[config.mk]
export PLATFORM = sky130hd
export DESIGN_NAME = c2d_mac
export DESIGN_NICKNAME = d
export VERILOG_FILES = /design/src/rtl/core/c2d_pkg.sv /design/src/rtl/core/c2d_mac.sv
export SDC_FILE = /design/constraint.sdc
export NUM_CORES = 1
export LEC_CHECK = 0
export BUFFER_PORTS_ARGS = -buffer_cell sky130_fd_sc_hd__buf_2
export CAP_MARGIN = 40
export CELL_PAD_IN_SITES_DETAIL_PLACEMENT = 0
export CELL_PAD_IN_SITES_GLOBAL_PLACEMENT = 2
export CORE_ASPECT_RATIO = 0.5
export CORE_MARGIN = 4
export CORE_UTILIZATION = 44
export DETAILED_ROUTE_END_ITERATION = 8
export HOLD_SLACK_MARGIN = 0.08
export PLACE_DENSITY = 0.95
export SLEW_MARGIN = 20
export SYNTH_ARGS = -nofsm -noshare
export SYNTH_HDL_FRONTEND = slang
export SYNTH_SLANG_ARGS = --single-unit
[constraint.sdc]
create_clock -name clk -period 7.2 [get_ports clk]
set_input_delay 0.72 -clock clk [delete_from_list [all_inputs] [get_ports clk]]
set_output_delay 0.72 -clock clk [all_outputs]
set_load 0.02 [all_outputs]
[src/rtl/core/c2d_pkg.sv]
package c2d_pkg;

    // field widths of the item and result beats
    localparam int OP_W     = 2;
    localparam int KIDX_W   = 4;
    localparam int CHAN_W   = 2;
    localparam int TAP_W    = 3;
    localparam int POS_W    = 6;
    localparam int VAL_W    = 16;
    localparam int PROD_W   = 32;
    localparam int SUM_W    = 38;

    // configuration port widths
    localparam int CFG_IDX_W  = 2;
    localparam int CFG_DATA_W = 7;
    localparam int EXT_REG_W  = 7;
    localparam int HALF_REG_W = 2;

    // default storage sizes
    localparam int DEF_MAX_DIM         = 64;
    localparam int DEF_MAX_CHANNELS    = 4;
    localparam int DEF_MAX_KERNELS     = 16;
    localparam int DEF_MAX_KERNEL_SIZE = 7;

    // configuration register indexes
    localparam logic [CFG_IDX_W-1:0] CFG_IMAGE_WIDTH        = 2'd0;
    localparam logic [CFG_IDX_W-1:0] CFG_IMAGE_HEIGHT       = 2'd1;
    localparam logic [CFG_IDX_W-1:0] CFG_KERNEL_HALF_WIDTH  = 2'd2;
    localparam logic [CFG_IDX_W-1:0] CFG_KERNEL_HALF_HEIGHT = 2'd3;

    // item operations
    typedef enum logic [OP_W-1:0] {
        OP_WEIGHT  = 2'd0,
        OP_SAMPLE  = 2'd1,
        OP_COMPUTE = 2'd2
    } op_t;

    // sequencer states
    typedef enum logic [1:0] {
        ST_IDLE,
        ST_RUN,
        ST_DRAIN,
        ST_DONE
    } state_t;

    // control from the tap sequencer to the multiply-accumulate unit
    typedef struct packed {
        logic clear;
        logic valid;
    } mac_ctrl_t;

endpackage

[src/rtl/core/c2d_mac.sv]
module c2d_mac import c2d_pkg::*; (
    input  logic                     clk,
    input  logic                     rst_n,
    input  mac_ctrl_t                ctrl,
    input  logic signed [VAL_W-1:0]  sample,
    input  logic signed [VAL_W-1:0]  weight,
    output logic signed [SUM_W-1:0]  acc,
    output logic                     busy
);

    logic signed [PROD_W-1:0] prod_reg;
    logic                     prod_vld_reg;
    logic signed [SUM_W-1:0]  acc_reg;
    logic signed [SUM_W-1:0]  prod_ext;

    // product valid flag
    always_ff @(posedge clk or negedge rst_n)
    begin
        if (!rst_n)
        begin
            prod_vld_reg <= 1'b0;
        end
        else
        begin
            prod_vld_reg <= ctrl.valid;
        end
    end

    // registered product of one tap
    always_ff @(posedge clk)
    begin
        if (ctrl.valid)
        begin
            prod_reg <= sample * weight;
        end
    end

    assign prod_ext = {{(SUM_W-PROD_W){prod_reg[PROD_W-1]}}, prod_reg};

    // exact accumulator, cleared at the start of a request
    always_ff @(posedge clk)
    begin
        if (ctrl.clear)
        begin
            acc_reg <= '0;
        end
        else if (prod_vld_reg)
        begin
            acc_reg <= acc_reg + prod_ext;
        end
    end

    assign acc  = acc_reg;
    assign busy = prod_vld_reg;

endmodule

==> metrics.md, run 1 <==
| Metric | Value |
|---|---|
| Max H-tree Level | `3` |
| First-pass GRT wire length | `55.3 mm` |
| CTS tree | `yes` |
| Critical-path maximum fanout | `16` |
| Residual DRC count | `0` |
| Iter 0 DRT Violations | `479` |
| Initial antenna violation count | `0` |
| Top-area cell type share of the netlist area | `37.4%` |
| CORE AREA | `30900 µm²` |
| Vias after detailed routing | `10300` |
| Worst hold slack | `0.139 ns` |
| Synth area leaders | `fa_1 (37%), ha_1 (11%), inv_1 (8.0%)` |
| Critical Path End Type | `register` |
| Post-synth EDFFs | `32` |
| Most common cell in the netlist | `inv_1` |
| Worst-margin pin slew | `0.736 ns` |
| I/O pin total | `75` |
| Netlist cell types | `61` |
| Antenna-violating nets left | `0` |
| Synth warnings | `0` |
| Gate Count Post-Synth | `1529` |
| Fmax | `157 MHz` |
| Max Slew Vio Count | `0` |
| Most common library cells after synthesis | `inv_1 (300), fa_1 (263), nand2_1 (157)` |
| Input/output buffers | `74` |
| HP Class | `input port to asynchronous set/reset pin` |
| Final wirelength | `33.4 mm` |
| Total setup buffers inserted after CTS | `0` |
| # rows | `45` |
| Post-CTS Resized | `0` |
| Hold-fix buffers at CTS | `0` |
| Arrival @ worst endpoint | `6.59 ns` |
| Num Clock Sinks | `71` |
| Prevailing post-synth register cell | `dfxtp_1` |
| Sequential-to-total area share from yosys stat | `12.4%` |
| Ys async rst share | `1.41%` |
| Clock slew at reported path FFs | `0.06 ns` |
| Vias in the first global route | `10600` |
| Final Util | `49.1%` |
| Die height | `135 µm` |
| Root buf cell | `clkbuf_16` |
| Max-cap violations | `0` |
| RSZ-0062 raised after global routing | `no` |
| Setup CP Type | `input port to register` |
| Leading area contributor after synthesis | `fa_1` |
| Fin crit share | `88.7%` |
| Critical Path RT | `7.41 ns` |
| Ratio of cells with drive above 1 in the final layout | `6.72%` |
| CTS Buf Count | `9` |
| Avg Cell Area, Syn | `9.22 µm²` |
| Initial cell density of the core | `45.6%` |
| R2R depth | `11` |
| Slew headroom | `50.9%` |
| Status | `finished, final reports clean` |
| Synth Register Bits | `71` |
| Final hold viol count | `0` |
| Gpl congestion | `0.880` |
| Width of the die | `261 µm` |
| Max Root-Sink Buffers | `2` |
| # diodes | `0` |
| Skew-Pair Late Insertion Delay | `0.34 ns` |
| Period minus WS final | `6.39 ns` |
| Syn_nets | `1947` |
| Post-route clock skew | `0.00931 ns` |
| Total GRT Usage | `19.4%` |
| Gr ovfl total | `0` |
| Die area | `35100 µm²` |
| Pin count of the biggest net entering global routing | `49` |
| Vias per inst | `5.15` |
| Startpoint types | `input port` |
| Wire per inst | `16.7 µm` |
| Hpwl dp | `28.1 mm` |
| First-pass iteration count of the detailed router | `5` |
| P&R area growth vs syn | `7.73%` |
| Syn Std Cell Area | `14100 µm²` |
| Final setup violation count | `0` |
| Max reg flops | `38` |
| Setup TNS | `0 ns` |
| NumNets Final | `1991` |
cell type report:
type / count / area, µm²
timing repair buffer: 80 / 435
clock inverter: 7 / 77.6
inverter: 300 / 1130
clock buffer: 9 / 225
fill: 2895 / 15700
sequential: 71 / 1750
multi-input combinational: 1111 / 11000
tap: 423 / 529
metrics by stage:
step                      std cells  area [µm²]  setup WS [ns]
after floorplan                1529       14100          0.879
after global placement         1984       14900          0.566
after detailed placement       1985       14900          0.450
after CTS                      2001       15200          0.808
after global routing           2001       15200          0.489
final                          2001       15200          0.815
cells by family (layout without fill, tap and decap cells):
family                   after synthesis  in the layout  share of synthesized area (%)
flip-flops                            71             71                           12.4
AO/OA/AOI/OAI                        199            199                           9.20
buffers and inverters                347            396                           9.26
AND/OR/NAND/NOR                      448            448                           15.9
adder cells (fa/ha/maj)              382            382                           47.9
XOR/XNOR                              57             57                           3.54
multiplexers                          25             25                           1.78
worst paths after layout:
kind	from	endpoint	slack [ns]
min in group clk	acc[32]$_SDFFE_PP0P_	acc[32]$_SDFFE_PP0P_	0.50
worst min-delay path	rst_n	busy$_DFF_PN0_	0.14
worst max-delay path	sample[6]	prod_reg[30]$_DFFE_PP_	0.81
worst max register to register	acc[0]$_SDFFE_PP0P_	acc[26]$_SDFFE_PP0P_	3.90
worst min register to register	acc[32]$_SDFFE_PP0P_	acc[32]$_SDFFE_PP0P_	0.50
max in group asynchronous	rst_n	busy$_DFF_PN0_	6.97
cell usage in the layout (no fill, tap or decap), types with 9 or more instances in the layout:
cell type    n
inv_1      300
o21bai_1    15
a21oi_1     53
a31oi_1      9
nand3_1     16
nor2_1      69
ha_1       119
nand2b_1    11
a21o_1      20
clkbuf_16    9
a211oi_1    13
xor2_1      12
mux2i_1     24
edfxtp_1    32
buf_2       74
dfxtp_1     38
nand4_1      9
o21ai_0     35
and2_1     129
nor3_1      15
nand2_1    157
fa_1       263
xnor2_1     45
layer usage:
layer / part of all wire [%] / track usage [%] / routed length [µm]
met4: 0.94 / 3.26 / 313
met1: 49 / 29.1 / 16400
met2: 43 / 29.2 / 14200
met5: 0 / 0 / 0
met3: 7.5 / 4.40 / 2500
critical path: stages:
cell and delay, ns:
buf_2 0.32, nand2_1 0.16, fa_1 0.57, inv_1 0.06, fa_1 0.47, fa_1 0.59, fa_1 0.46, fa_1 0.49
inv_1 0.05, fa_1 0.47, inv_1 0.04, ha_1 0.33, a2111oi_0 0.51, o31ai_1 0.17, o21ai_0 0.11, o21ai_1 0.14
o311ai_1 0.38, nand3_1 0.19, a211o_1 0.30, nand3_1 0.08
Power of run 1 is not shown: default switching activity piles up to over one toggle a cycle in this logic, so the estimate is an artifact.
==> inputs of run 2 (changes only) <==
- BUFFER_PORTS_ARGS: -buffer_cell sky130_fd_sc_hd__buf_2 -> -buffer_cell sky130_fd_sc_hd__buf_4
==> run 2 against run 1 <==
Effect of this change:
- largest cell class unchanged
- die area did not move
- global-route usage is 0.20 points higher
- clock-buffer cell count is the same
- flip-flop and latch count stayed put
==> metrics.md, run 2 (synthesized netlist as in run 1, its figures left out) <==
| Metric | Value |
|---|---|
| CP max-delay cell | `fa_1 (unchanged)` |
| Fmax | `158 MHz (was 157 MHz)` |
| First-pass iteration count of the detailed router | `5 (unchanged)` |
| Root buf cell | `clkbuf_16 (unchanged)` |
| CP max stage delay | `0.54 ns (was 0.59 ns)` |
| Commonest cells after routing, fill and taps aside | `inv_1 (300), fa_1 (263), nand2_1 (157) (unchanged)` |
| Initial cell density of the core | `45.6% (unchanged)` |
| Vias after detailed routing | `10300 (about the same)` |
| Max-cap violations | `0 (unchanged)` |
| Wire per inst | `16.8 µm (was 16.7 µm)` |
| RR Startpoint | `acc[0]$_SDFFE_PP0P_ (unchanged)` |
| Skew-Pair Late Insertion Delay | `0.34 ns (about the same)` |
| Ratio of cells with drive above 1 in the final layout | `6.48% (was 6.72%)` |
| P&R area growth vs syn | `8.83% (was 7.73%)` |
| Critical Path RT | `7.40 ns (was 7.41 ns)` |
| Worst-margin pin slew | `0.665 ns (was 0.736 ns)` |
| Critical Path Source | `weight[4] (was sample[6])` |
| Fin crit share | `87.7% (was 88.7%)` |
| Setup CP Type | `input port to register (unchanged)` |
| # rows | `45 (unchanged)` |
| RSZ-0062 raised after global routing | `no (unchanged)` |
| FF+latch area | `1750 µm² (unchanged)` |
| Slew headroom | `55.7% (was 50.9%)` |
| Post-route clock skew | `0.00949 ns (was 0.00931 ns)` |
| I/O pin total | `75 (unchanged)` |
| Pin count of the biggest net entering global routing | `55 (was 49)` |
| Vias per inst | `5.16 (was 5.15)` |
| Input/output buffers | `74 (unchanged)` |
| CTS tree | `yes (unchanged)` |
| Startpoint types | `input port (unchanged)` |
| Die area | `35100 µm² (unchanged)` |
| Die height | `135 µm (unchanged)` |
| Number of buffers and inverters on the critical path | `5 (was 4)` |
| Max reg flops | `38 (unchanged)` |
| Num Clock Sinks | `71 (unchanged)` |
| Critical Path, Cell by Cell | `buf_4 -> and2_1 -> fa_1 -> inv_1 -> fa_1 -> fa_1 -> inv_1 -> fa_1 -> fa_1 -> inv_1 -> fa_1 -> inv_1 -> ha_1 -> a21oi_1 -> a21boi_0 -> a211oi_1 -> o21ai_1 -> o311ai_1 -> nand3_1 -> a211o_1 -> nand3_1 (was buf_2 -> nand2_1 -> fa_1 -> inv_1 -> fa_1 -> fa_1 -> fa_1 -> fa_1 -> inv_1 -> fa_1 -> inv_1 -> ha_1 -> a2111oi_0 -> o31ai_1 -> o21ai_0 -> o21ai_1 -> o311ai_1 -> nand3_1 -> a211o_1 -> nand3_1)` |
| Multi-input logic area | `11000 µm² (unchanged)` |
| # diodes | `0 (unchanged)` |
| Hpwl dp | `28.0 mm (was 28.1 mm)` |
| CORE AREA | `30900 µm² (unchanged)` |
| Total GRT Usage | `19.6% (was 19.4%)` |
| Cell with the most instances on the worst path | `fa_1 (unchanged)` |
| Setup TNS | `0 ns (unchanged)` |
| NumNets Final | `1987 (was 1991)` |
| Arrival @ worst endpoint | `6.52 ns (was 6.59 ns)` |
| Critical-path maximum fanout | `16 (unchanged)` |
| Antenna-violating nets left | `0 (unchanged)` |
| Gr ovfl total | `0 (unchanged)` |
| Residual DRC count | `0 (unchanged)` |
| Most common cell after layout, fill and taps aside | `inv_1 (unchanged)` |
| Fill cell count | `2853 (was 2895)` |
| Final Util | `49.6% (was 49.1%)` |
| Post-CTS Resized | `0 (unchanged)` |
| Final wirelength | `33.5 mm (was 33.4 mm)` |
| Clock slew at reported path FFs | `0.06 ns (about the same)` |
| Setup WS post-layout | `0.884 ns (was 0.815 ns)` |
| Final setup violation count | `0 (unchanged)` |
| Status | `finished, final reports clean (unchanged)` |
| Total setup buffers inserted after CTS | `0 (unchanged)` |
| HP Class | `input port to asynchronous set/reset pin (unchanged)` |
| Max Slew Vio Count | `0 (unchanged)` |
| Max Root-Sink Buffers | `2 (unchanged)` |
| Width of the die | `261 µm (unchanged)` |
| Pre-CTS worst setup slack | `0.520 ns (was 0.450 ns)` |
| Period minus WS final | `6.32 ns (was 6.39 ns)` |
| Critical Path End Type | `register (unchanged)` |
| Iter 0 DRT Violations | `664 (was 479)` |
| Final hold viol count | `0 (unchanged)` |
| CP delay by family, top | `adder cells (unchanged)` |
| First-pass GRT wire length | `56.1 mm (was 55.3 mm)` |
| CTS Buf Count | `9 (unchanged)` |
| Hold-fix buffers at CTS | `0 (unchanged)` |
| Max H-tree Level | `3 (unchanged)` |
| Initial antenna violation count | `0 (unchanged)` |
| Gpl congestion | `0.897 (was 0.880)` |
| Vias in the first global route | `10800 (was 10600)` |
-- run 2: per-layer routing --
| layer | global-route usage [%] | up-vias | wire (µm) |
|---|---|---|---|
| li1 | - | 4915 | - |
| met3 | 2.06 | 40 | 1780 |
| met1 | 30.1 | 5106 | 16600 |
| met5 | 0 | - | 0 |
| met4 | 3.32 | 0 | 420 |
| met2 | 30.6 | 245 | 14800 |
-- run 2: final cells by class --
type                       instances  area share, %
inverter                         300           7.34
clock buffer                       9           1.47
multi-input combinational       1111           72.0
timing repair buffer              76           3.72
tap                              423           3.45
sequential                        71           11.4
clock inverter                     7          0.628
-- run 2: per-stage QoR --
| stage | hold slack (ns) | cells | cell area (µm²) |
|---|---|---|---|
| finish | 0.143 | 1997 | 15300 |
| global route | 0.131 | 1997 | 15300 |
| CTS | 0.131 | 1997 | 15300 |
| detailed placement | 0.496 | 1981 | 15000 |
| global placement | 0.486 | 1981 | 15000 |
| floorplan | 0.424 | 1529 | 14100 |
-- run 2: worst paths after layout --
kind	cells after the start	endpoint	slack (ns)
max in group asynchronous	1	busy$_DFF_PN0_	6.97
hold reg to reg	2	acc[32]$_SDFFE_PP0P_	0.50
hold / removal	1	busy$_DFF_PN0_	0.14
setup reg to reg	11	acc[26]$_SDFFE_PP0P_	3.90
min in group clk	2	acc[32]$_SDFFE_PP0P_	0.50
setup / recovery	21	prod_reg[30]$_DFFE_PP_	0.88
Power of run 2 is left out for the same reason.
